<file path="src/hw/rtl/ile_pkg.sv">
// Shared types, widths and codes for the indexed list engine.
// No dependencies; used by ile_mem, ile_seq and indexed_list_engine.
package ile_pkg;

	// List depth and derived widths
	localparam int CAPACITY = 64;
	localparam int ADDR_W   = $clog2(CAPACITY);
	localparam int CNT_W    = $clog2(CAPACITY + 1);

	// Fixed field widths of the item formats
	localparam int REQ_W   = 3;
	localparam int POS_W   = 7;
	localparam int WORD_W  = 32;
	localparam int STAT_W  = 3;
	localparam int FOUND_W = 6;
	localparam int ECNT_W  = 7;

	// Width used to compare a position against a count
	localparam int WIDE_W = (CNT_W > POS_W) ? CNT_W : POS_W;

	// Stream data layouts (lowest field first, padded to whole bytes)
	localparam int IN_POS_LSB  = 0;
	localparam int IN_VAL_LSB  = IN_POS_LSB + POS_W;
	localparam int IN_KEY_LSB  = IN_VAL_LSB + WORD_W;
	localparam int IN_USED_W   = IN_KEY_LSB + WORD_W;
	localparam int IN_DATA_W   = ((IN_USED_W + 7) / 8) * 8;
	localparam int OUT_FND_LSB = 0;
	localparam int OUT_RD_LSB  = OUT_FND_LSB + FOUND_W;
	localparam int OUT_CNT_LSB = OUT_RD_LSB + WORD_W;
	localparam int OUT_USED_W  = OUT_CNT_LSB + ECNT_W;
	localparam int OUT_DATA_W  = ((OUT_USED_W + 7) / 8) * 8;

	typedef logic [ADDR_W-1:0] addr_t;
	typedef logic [CNT_W-1:0]  cnt_t;
	typedef logic [WIDE_W-1:0] wide_t;
	typedef logic [WORD_W-1:0] word_t;

	// Request codes
	localparam logic [REQ_W-1:0] REQ_INSERT = 3'd0;
	localparam logic [REQ_W-1:0] REQ_DELETE = 3'd1;
	localparam logic [REQ_W-1:0] REQ_WRITE  = 3'd2;
	localparam logic [REQ_W-1:0] REQ_SEARCH = 3'd3;
	localparam logic [REQ_W-1:0] REQ_READ   = 3'd4;

	// Status codes
	localparam logic [STAT_W-1:0] ST_OK       = 3'd0;
	localparam logic [STAT_W-1:0] ST_EMPTY    = 3'd1;
	localparam logic [STAT_W-1:0] ST_BAD_POS  = 3'd2;
	localparam logic [STAT_W-1:0] ST_FULL     = 3'd3;
	localparam logic [STAT_W-1:0] ST_NO_MATCH = 3'd4;

	// Sequencer to storage: one write and one read port per cycle
	typedef struct packed {
		logic  we;
		addr_t waddr;
		word_t wdata;
		addr_t raddr;
	} mem_req_t;

	// Finished result of one item
	typedef struct packed {
		logic [STAT_W-1:0]  status;
		logic [FOUND_W-1:0] found_index;
		word_t              read_data;
		logic [ECNT_W-1:0]  entry_count;
	} result_t;

endpackage

</file>
<file path="src/hw/rtl/ile_mem.sv">
// Entry storage of the list: one write port, one registered read port.
// Depends on ile_pkg.
module ile_mem (
	input  logic            clk,
	input  ile_pkg::mem_req_t req,
	output ile_pkg::word_t  rdata
);
	import ile_pkg::*;

	word_t store_q [CAPACITY];
	word_t rdata_q;

	// Write and registered read
	always_ff @(posedge clk) begin
		if (req.we) begin
			store_q[req.waddr] <= req.wdata;
		end
		rdata_q <= store_q[req.raddr];
	end

	assign rdata = rdata_q;

endmodule

</file>
<file path="src/hw/rtl/ile_seq.sv">
// Request sequencer: bounds checks, then walks the storage one entry a cycle
// through a shared index stepper and word comparator. Depends on ile_pkg.
module ile_seq (
	input  logic                       clk,
	input  logic                       arst_n,
	input  logic                       in_valid,
	output logic                       in_ready,
	input  logic [ile_pkg::REQ_W-1:0]  req_type,
	input  logic [ile_pkg::POS_W-1:0]  position,
	input  ile_pkg::word_t             data_value,
	input  ile_pkg::word_t             search_key,
	output ile_pkg::mem_req_t          mem,
	input  ile_pkg::word_t             mem_rdata,
	output logic                       res_valid,
	input  logic                       res_ready,
	output ile_pkg::result_t           res
);
	import ile_pkg::*;

	localparam logic [2:0] S_IDLE   = 3'd0;
	localparam logic [2:0] S_DECIDE = 3'd1;
	localparam logic [2:0] S_INS    = 3'd2;
	localparam logic [2:0] S_DEL    = 3'd3;
	localparam logic [2:0] S_SRCH   = 3'd4;
	localparam logic [2:0] S_RD     = 3'd5;
	localparam logic [2:0] S_DONE   = 3'd6;

	logic [2:0]        state_q;
	logic [REQ_W-1:0]  req_q;
	logic [POS_W-1:0]  pos_q;
	word_t             val_q;
	word_t             key_q;
	cnt_t              count_q;
	cnt_t              idx_q;
	logic              pend_q;
	addr_t             wa_q;
	logic [STAT_W-1:0] status_q;
	addr_t             found_q;
	word_t             rdata_q;

	cnt_t  idx_nx;
	logic  hit;
	logic  ins_more;
	logic  del_more;
	logic  srch_more;
	wide_t pos_w;
	wide_t cnt_w;
	wide_t idx_w;

	// Shared stepper and comparator
	assign idx_nx    = idx_q + ((state_q == S_INS) ? {CNT_W{1'b1}} : CNT_W'(1));
	assign hit       = (mem_rdata == key_q);
	assign pos_w     = wide_t'(pos_q);
	assign cnt_w     = wide_t'(count_q);
	assign idx_w     = wide_t'(idx_q);
	assign ins_more  = (idx_w > pos_w);
	assign del_more  = (idx_nx < count_q);
	assign srch_more = (idx_q < count_q);

	// Storage port control
	always_comb begin
		mem       = '0;
		mem.raddr = addr_t'(idx_q);
		case (state_q)
			S_DECIDE: begin
				mem.raddr = addr_t'(pos_q);
				if (req_q == REQ_WRITE && count_q != '0 && pos_w < cnt_w) begin
					mem.we    = 1'b1;
					mem.waddr = addr_t'(pos_q);
					mem.wdata = val_q;
				end
			end
			S_INS: begin
				mem.raddr = addr_t'(idx_nx);
				if (pend_q) begin
					mem.we    = 1'b1;
					mem.waddr = wa_q;
					mem.wdata = mem_rdata;
				end else if (!ins_more) begin
					mem.we    = 1'b1;
					mem.waddr = addr_t'(pos_q);
					mem.wdata = val_q;
				end
			end
			S_DEL: begin
				mem.raddr = addr_t'(idx_nx);
				if (pend_q) begin
					mem.we    = 1'b1;
					mem.waddr = wa_q;
					mem.wdata = mem_rdata;
				end
			end
			default: begin
			end
		endcase
	end

	// Sequencer
	always_ff @(posedge clk or negedge arst_n) begin
		if (!arst_n) begin
			state_q  <= S_IDLE;
			req_q    <= '0;
			pos_q    <= '0;
			val_q    <= '0;
			key_q    <= '0;
			count_q  <= '0;
			idx_q    <= '0;
			pend_q   <= 1'b0;
			wa_q     <= '0;
			status_q <= ST_OK;
			found_q  <= '0;
			rdata_q  <= '0;
		end else begin
			case (state_q)
				S_IDLE: begin
					if (in_valid) begin
						req_q   <= req_type;
						pos_q   <= position;
						val_q   <= data_value;
						key_q   <= search_key;
						pend_q  <= 1'b0;
						state_q <= S_DECIDE;
					end
				end
				S_DECIDE: begin
					status_q <= ST_OK;
					found_q  <= '0;
					rdata_q  <= '0;
					state_q  <= S_DONE;
					case (req_q)
						REQ_INSERT: begin
							if (count_q == CNT_W'(CAPACITY)) begin
								status_q <= ST_FULL;
							end else if (pos_w > cnt_w) begin
								status_q <= ST_BAD_POS;
							end else begin
								idx_q   <= count_q;
								state_q <= S_INS;
							end
						end
						REQ_DELETE: begin
							if (count_q == '0) begin
								status_q <= ST_EMPTY;
							end else if (pos_w >= cnt_w) begin
								status_q <= ST_BAD_POS;
							end else begin
								idx_q   <= CNT_W'(pos_q);
								state_q <= S_DEL;
							end
						end
						REQ_WRITE, REQ_READ: begin
							if (count_q == '0) begin
								status_q <= ST_EMPTY;
							end else if (pos_w >= cnt_w) begin
								status_q <= ST_BAD_POS;
							end else if (req_q == REQ_READ) begin
								state_q <= S_RD;
							end
						end
						REQ_SEARCH: begin
							if (count_q == '0) begin
								status_q <= ST_EMPTY;
							end else begin
								idx_q   <= '0;
								state_q <= S_SRCH;
							end
						end
						default: begin
							status_q <= ST_BAD_POS;
						end
					endcase
				end
				// Move entries up, top down, then drop the new value in
				S_INS: begin
					if (ins_more) begin
						pend_q <= 1'b1;
						wa_q   <= addr_t'(idx_q);
						idx_q  <= idx_nx;
					end else if (pend_q) begin
						pend_q <= 1'b0;
					end else begin
						count_q <= count_q + CNT_W'(1);
						state_q <= S_DONE;
					end
				end
				// Move entries down from the deleted place
				S_DEL: begin
					if (del_more) begin
						pend_q <= 1'b1;
						wa_q   <= addr_t'(idx_q);
						idx_q  <= idx_nx;
					end else if (pend_q) begin
						pend_q <= 1'b0;
					end else begin
						count_q <= count_q - CNT_W'(1);
						state_q <= S_DONE;
					end
				end
				// Compare last read word, issue next read
				S_SRCH: begin
					if (pend_q && hit) begin
						found_q <= wa_q;
						state_q <= S_DONE;
					end else if (srch_more) begin
						pend_q <= 1'b1;
						wa_q   <= addr_t'(idx_q);
						idx_q  <= idx_nx;
					end else begin
						status_q <= ST_NO_MATCH;
						state_q  <= S_DONE;
					end
				end
				S_RD: begin
					rdata_q <= mem_rdata;
					state_q <= S_DONE;
				end
				S_DONE: begin
					if (res_ready) begin
						state_q <= S_IDLE;
					end
				end
				default: begin
					state_q <= S_IDLE;
				end
			endcase
		end
	end

	assign in_ready        = (state_q == S_IDLE);
	assign res_valid       = (state_q == S_DONE);
	assign res.status      = status_q;
	assign res.found_index = FOUND_W'(found_q);
	assign res.read_data   = rdata_q;
	assign res.entry_count = ECNT_W'(count_q);

endmodule

</file>
<file path="src/hw/rtl/indexed_list_engine.sv">
// Top level of the indexed list engine: stream ports, sequencer, storage
// and output register. Depends on ile_pkg, ile_mem and ile_seq.
//
//  channel | dir | tdata (low bit up)                          | tuser
//  s_      | in  | position, data_value, search_key, 1 pad     | req_type
//  m_      | out | found_index, read_data, entry_count, 3 pad  | status
//
// An item occupies the sequencer from acceptance until its result moves to
// the output register: rejects, overwrite and empty cases go from the decide
// state straight to done, read passes through a read state, insert and delete
// move the entries between the position and the count, and search walks the
// entries until a match or the count. Entries move one per cycle through the
// storage ports. Reset clears the count; entries are not cleared.
// s_tready is low while an item is in work; a stalled m_ side holds the
// result in the output register and the sequencer waits behind it.
module indexed_list_engine (
	input  logic                             clk,
	input  logic                             arst_n,
	input  logic                             s_tvalid,
	output logic                             s_tready,
	input  logic [ile_pkg::IN_DATA_W-1:0]    s_tdata,  // position, data_value, search_key
	input  logic [ile_pkg::REQ_W-1:0]        s_tuser,  // req_type
	output logic                             m_tvalid,
	input  logic                             m_tready,
	output logic [ile_pkg::OUT_DATA_W-1:0]   m_tdata,  // found_index, read_data, entry_count
	output logic [ile_pkg::STAT_W-1:0]       m_tuser   // status
);
	import ile_pkg::*;

	mem_req_t mem;
	word_t    mem_rdata;
	logic     res_valid;
	logic     res_ready;
	result_t  res;
	logic     out_valid_q;
	result_t  out_q;

	ile_mem u_mem (
		.clk   (clk),
		.req   (mem),
		.rdata (mem_rdata)
	);

	ile_seq u_seq (
		.clk        (clk),
		.arst_n     (arst_n),
		.in_valid   (s_tvalid),
		.in_ready   (s_tready),
		.req_type   (s_tuser),
		.position   (s_tdata[IN_POS_LSB +: POS_W]),
		.data_value (s_tdata[IN_VAL_LSB +: WORD_W]),
		.search_key (s_tdata[IN_KEY_LSB +: WORD_W]),
		.mem        (mem),
		.mem_rdata  (mem_rdata),
		.res_valid  (res_valid),
		.res_ready  (res_ready),
		.res        (res)
	);

	// Output register
	assign res_ready = !out_valid_q || m_tready;

	always_ff @(posedge clk or negedge arst_n) begin
		if (!arst_n) begin
			out_valid_q <= 1'b0;
			out_q       <= '0;
		end else if (res_ready) begin
			out_valid_q <= res_valid;
			if (res_valid) begin
				out_q <= res;
			end
		end
	end

	assign m_tvalid = out_valid_q;
	assign m_tuser  = out_q.status;
	assign m_tdata  = OUT_DATA_W'({out_q.entry_count, out_q.read_data, out_q.found_index});

	// Checks
	a_busy_after_accept: assert property (@(posedge clk) disable iff (!arst_n)
		s_tvalid && s_tready |=> !s_tready)
		else $error("input accepted again while an item is in work");

	a_count_bound: assert property (@(posedge clk) disable iff (!arst_n)
		m_tvalid |-> out_q.entry_count <= ECNT_W'(CAPACITY))
		else $error("entry count beyond capacity");

	a_full_count: assert property (@(posedge clk) disable iff (!arst_n)
		m_tvalid && out_q.status == ST_FULL |-> out_q.entry_count == ECNT_W'(CAPACITY))
		else $error("full status with spare room");

	a_fail_zero: assert property (@(posedge clk) disable iff (!arst_n)
		m_tvalid && out_q.status != ST_OK |->
			out_q.found_index == '0 && out_q.read_data == '0)
		else $error("failed request carries index or data");

endmodule
</file>
<file path="config.mk">
export PLATFORM = sky130hd
export DESIGN_NAME = indexed_list_engine
export DESIGN_NICKNAME = d
export VERILOG_FILES = /design/src/hw/rtl/ile_pkg.sv /design/src/hw/rtl/ile_mem.sv /design/src/hw/rtl/ile_seq.sv /design/src/hw/rtl/indexed_list_engine.sv
export SDC_FILE = /design/constraint.sdc
export NUM_CORES = 2
export LEC_CHECK = 0
export ABC_CLOCK_PERIOD_IN_PS = 7900
export BUFFER_PORTS_ARGS = -buffer_cell sky130_fd_sc_hd__buf_2
export CORE_MARGIN = 2
export CORE_UTILIZATION = 59
export DETAILED_ROUTE_END_ITERATION = 8
export HOLD_SLACK_MARGIN = 0.08
export PLACE_DENSITY = 0.75
export SLEW_MARGIN = 20
export SYNTH_ARGS = -nofsm -noshare
export SYNTH_HDL_FRONTEND = slang
export SYNTH_HIERARCHICAL = 1
export SYNTH_SLANG_ARGS = --single-unit
</file>
<file path="constraint.sdc">
create_clock -name clk -period 7.9 [get_ports clk]
set_input_delay 0.79 -clock clk [delete_from_list [all_inputs] [get_ports clk]]
set_output_delay 0.79 -clock clk [all_outputs]
set_load 0.05 [all_outputs]
</file>
Word level (Yosys, flattened, before mapping)
Memories as Yosys holds them, arrays and structs flattened. A register that Yosys moved wholly into a read port is not among the register bits.
Index checks and enable logic that the tools add are counted.
- memories kept: 1
- bits in latches: 0
- register bits after elaboration: 188
- RAM bits: 2048
- memory bits (read-only): 0
- output and inout bits: 53
- logic and storage cells: 148
- memories (name ; words ; width ; rd ports ; clocked after memory_dff ; write ports ; line ; RTL):
    u_mem.store_q ; 64 ; 32 ; 1 ; 1 ; 1 ; ile_mem.sv:10 ; word_t store_q [CAPACITY];
- reduce and logical (&&, ||, !) cells: 26
- shifts and indexed selects: 0
- eq/ne operators: 31
- multiplexer cells: 64
- $mul: 0
- order comparisons: 6
- $add $sub $neg: 3
- bitwise logic cells: 0
- div/mod/pow operators: 0
- operator list (kind ; count):
    39-bit two-way mux ; 4
    45-bit one-hot mux with 3 select lines ; 1
    7-bit two-way mux ; 14
    32-bit one-hot mux with 2 select lines ; 1
    3-bit two-way mux ; 17
    32-bit equality test ; 1
    6-bit two-way mux ; 5
    7-bit one-hot mux with 4 select lines ; 1
    7-bit less-than comparator ; 3
    3-bit one-hot mux with 7 select lines ; 1
    7-bit one-hot mux with 3 select lines ; 1
    3-bit inequality test (second input constant) ; 6
    6-bit one-hot mux with 3 select lines ; 1
    5-bit AND reduction ; 3
    7-bit greater-than comparator ; 2
    2-bit inequality test (second input constant) ; 7
    7-bit one-hot mux with 2 select lines ; 1
    3-bit by 2-bit equality test with 1-bit output (second input constant) ; 4
    3-bit equality test (second input constant) ; 4
    3-bit one-hot mux with 4 select lines ; 1
    6-bit one-hot mux with 2 select lines ; 1
    11-bit AND reduction ; 1
    2-bit by 1-bit inequality test with 1-bit output (second input constant) ; 5
    3-bit one-hot mux with 3 select lines ; 1
    25 further kinds ; 44

Depth between registers and ports, before layout
- depth in word-level cells: 7
- depth in mapped cells: 18

By module
Netlist, hierarchy kept.
- modules (own cells, without submodules) (module ; cells an instance ; instances ; area each (µm²)):
    ile_mem ; 3328 ; 1 ; 78541.6
    ile_seq ; 796 ; 1 ; 7843.8
    indexed_list_engine ; 109 ; 1 ; 1938.1

Worst setup path after synthesis
No wires, ideal clock.
- kind: register to register
- start: register u_seq.count_q[4], in the netlist u_seq/cnt_w[4]
- end: memory u_mem/store_q[40][0] (netlist name), enable pin
- clock period less this slack: 5.450 ns
- library setup time: 0.461 ns
- stages on the path, launching flop included: 14
- setup slack: 2.450 ns
- arrival: 4.989 ns
- cells stage by stage: dfrtp_1 inv_1 ha_1 a21oi_1 o21ai_0 nor4_1 o21bai_1 buf_2 buf_6 a22oi_1 nor2_1 nand3_1 or3_1 nor3_1
- RTL lines (element ; line ; RTL):
    start: declaration ; ile_seq.sv:33 ; cnt_t count_q;
    start signal: assignment ; ile_seq.sv:182 ; count_q <= count_q + CNT_W'(1);
    start signal: assignment ; ile_seq.sv:195 ; count_q <= count_q - CNT_W'(1);
    end: declaration ; ile_mem.sv:10 ;

==> impl_metrics.yaml <==
status:
  outcome: "complete, no violations"
global_route:
  track_usage_pct: 28.68
  antenna_found_initial: 4
  gr-total-overflow: 0
  grt_pass1_wl_mm: 309.9
  grt_max_degree: 109
  grt_pass1_vias: 44104
worst_hold_path:
  hp-class: "in2reg"
sta:
  post-route-period-util_pct: 82.86
  fin_worst_skew_ps: 37.94
  min_period_ps: 6546
  slew_headroom_pct: 23.44
  setup-tns-final_ps: 0
  finalMaxSlewViolations: 0
  setup_viol: 0
  fmax_ghz: 0.1528
  rsz0062_at_grt: "no"
  final_hold_viol_count: 0
  worst_slew_pin_slew_ps: 1146
floorplanning:
  fp.dieArea_mm2: 0.1528
  start_util_pct: 59.60
  core_area_mm2: 0.1482
  rows: 141
  die_h_um: 390.9
  top_level_ports: 132
  die_x_um: 390.9
clocking:
  cts_tree: "built"
  root_buffer: "clkbuf_16"
  cts_setup_buffers: 0
  path_clk_slew_ps: 60
  clock_latency_ps: 870
  clock-sinks: 2268
  ctsHtreeMaxLevel: 4
  numCtsBuffers: 208
  clk_path_buf_depth: 3
  post_cts_resized: 0
route:
  routedWlPerCell_um: 32.73
  first_iter_violations: 6088
  dr.pass1.iters: 6
  totalWireLength_mm: 216.0
  ant_nets: 0
  vias: 44442
  drc_errors: 0
  detail_route.vias_per_cell: 6.735
final_layout:
  regArea_mm2: 0.06684
  area_growth_pct: 11.95
  multi_input_area_mm2: 0.02095
  drive_above_1_share_pct: 29.06
  fillerInstances: 9032
  fin_nets: 4610
synth:
  synth_seq_cells: 2268
  yosysSeqAreaShare_pct: 75.68
  synth.distinct_cells: 72
  synth_area_per_cell_um2: 20.87
  synth_top_area_share_pct: 69.63
  yosys_warnings: 6
  ys.flop_type: "edfxtp_1"
  synthCells: 4233
  synthTopCellsByArea: "edfxtp_1 70%, mux4_2 14%, dfrtp_1 5.3%"
  syn-cell-area_mm2: 0.08832
  ys_async_sr_fraction_pct: 8.289
  yosysTopAreaCell: "edfxtp_1"
  synth_edf_count: 2048
place:
  io_buffers: 127
  gp_congestion: 0.8952
  place_hpwl_mm: 122.2
critical_path:
  worstPathArrival_ps: 7070
  start_kind: "flop"
  endpoint_kind: "flop"
  crit_type: "reg2reg"
  crit_required_ps: 8430
  critPathMaxFanout: 66
job:
  cap_viol_max_count: 0
pwr:
  vdd_drop_max_mv: 0.4178
  power_density_mw_per_mm2: 401.5
  p_leak_nw: 31.87
  p_total_mw: 39.70
## final cells by class
class / instances / area share, %
flip-flops and latches: 2268 / 67.60
multi-input cells: 1695 / 21.18
clock buffers: 258 / 5.504
well taps: 1930 / 2.442
repair buffers: 280 / 1.968
clock inverters: 127 / 1.149
inverters: 38 / 0.1443
diodes: 3 / 0.007592
## routing by layer
metal	share of wire, %	vias up	track usage, %
met5	0.0032	-	0
met4	3.8	2	10.81
met3	11	347	6.469
met2	47	2831	44.05
met1	38	23278	40.91
li1	-	17984	-
## stage by stage
step | util (%) | hold slack [ps] | cell area (µm²) | setup WS [ps] | cells
2_1_floorplan | - | 444.6 | 88330 | 2450 | 4235
3_3_place_gp | 62.23 | 462.8 | 92220 | 1671 | 6207
3_5_place_dp | 62.24 | 471.4 | 92240 | 1513 | 6208
4_1_cts | 66.69 | 114.9 | 98830 | 1469 | 6594
5_1_grt | 66.72 | 139.1 | 98870 | 1143 | 6596
6_report | 66.72 | 161.4 | 98880 | 1354 | 6599
## worst max-delay path, cell delays in order, from the launching register on
cell and delay, ps:
dfrtp_1 650, nand2b_4 440, nor2_2 650, o21ai_0 330, nor4_1 650, o21bai_2 340, a22oi_1 120, nor2_1 720
nand3b_1 820, nor2_4 1100, buf_4 350
## report_power, final
part	switching, mW	internal (mW)
logic	9.10	6.20
registers	0.633	14.1
clock network	4.38	5.28
total	14.1	25.6
## Yosys cell counts, types with 36 or more instances
cell and number:
mux2i_1 103, dfrtp_1 188, buf_2 66, o21ai_0 62, o22ai_1 85, ha_1 38, nor2_1 195, a21oi_1 93
nand2_1 132, clkbuf_1 94, mux4_2 544, inv_1 36, mux2_2 99, a22oi_1 54, edfxtp_1 2048
## sequential cells by signal, indices dropped and copies added (netlist names), 32 cells and up
name	flops
m_tdata	45
u_mem/rdata	32
u_mem/store_q	2048
u_seq/key_q	32
u_seq/rdata_q	32
u_seq/val_q	32
## worst paths after layout
| check | endpoint | cells past startpoint | slack [ps] | startpoint |
|---|---|---|---|---|
| worst max-delay path | u_mem/store_q[50][2] | 10 | 1350 | u_seq/state_q[0] |
| worst min-delay path | u_seq/req_q[2] | 3 | 160 | s_tuser[2] |
| worst max register to register | u_mem/store_q[50][2] | 10 | 1350 | u_seq/state_q[0] |
| worst min register to register | u_seq/rdata_q[2] | 2 | 470 | u_seq/rdata_q[2] |
| max in group asynchronous | u_seq/val_q[5] | 3 | 6080 | arst_n |
| min in group asynchronous | m_tuser[1] | 2 | 590 | arst_n |
## cells in the final DEF, fill, tap and decap left out, types with 99 or more instances in the layout
master	netlist	final
mux2i_1	103	103
mux4_2	544	544
buf_4	32	140
buf_2	66	126
mux2_2	99	99
dfrtp_1	188	188
nand2_1	132	130
edfxtp_1	2048	2048
clkbuf_16	0	208
nor2_1	195	101
## cell families after synthesis
kind of cell | share of synthesized area, %
fa+ha+maj | 0.5837
other cells | 0.004246
buf+inv | 1.496
simple gates | 2.360
compound gates | 2.761
xor+xnor | 0.3967
mux | 16.72
flops | 75.68
## timing repair
| action | CTS | global route |
|---|---|---|
| setup endpoints to repair | 0 | 0 |
| endpoints found under the hold margin | 99 | 0 |
| hold buffers | 1 | 0 |
No activity file was read; power rests on OpenSTA's default activity.
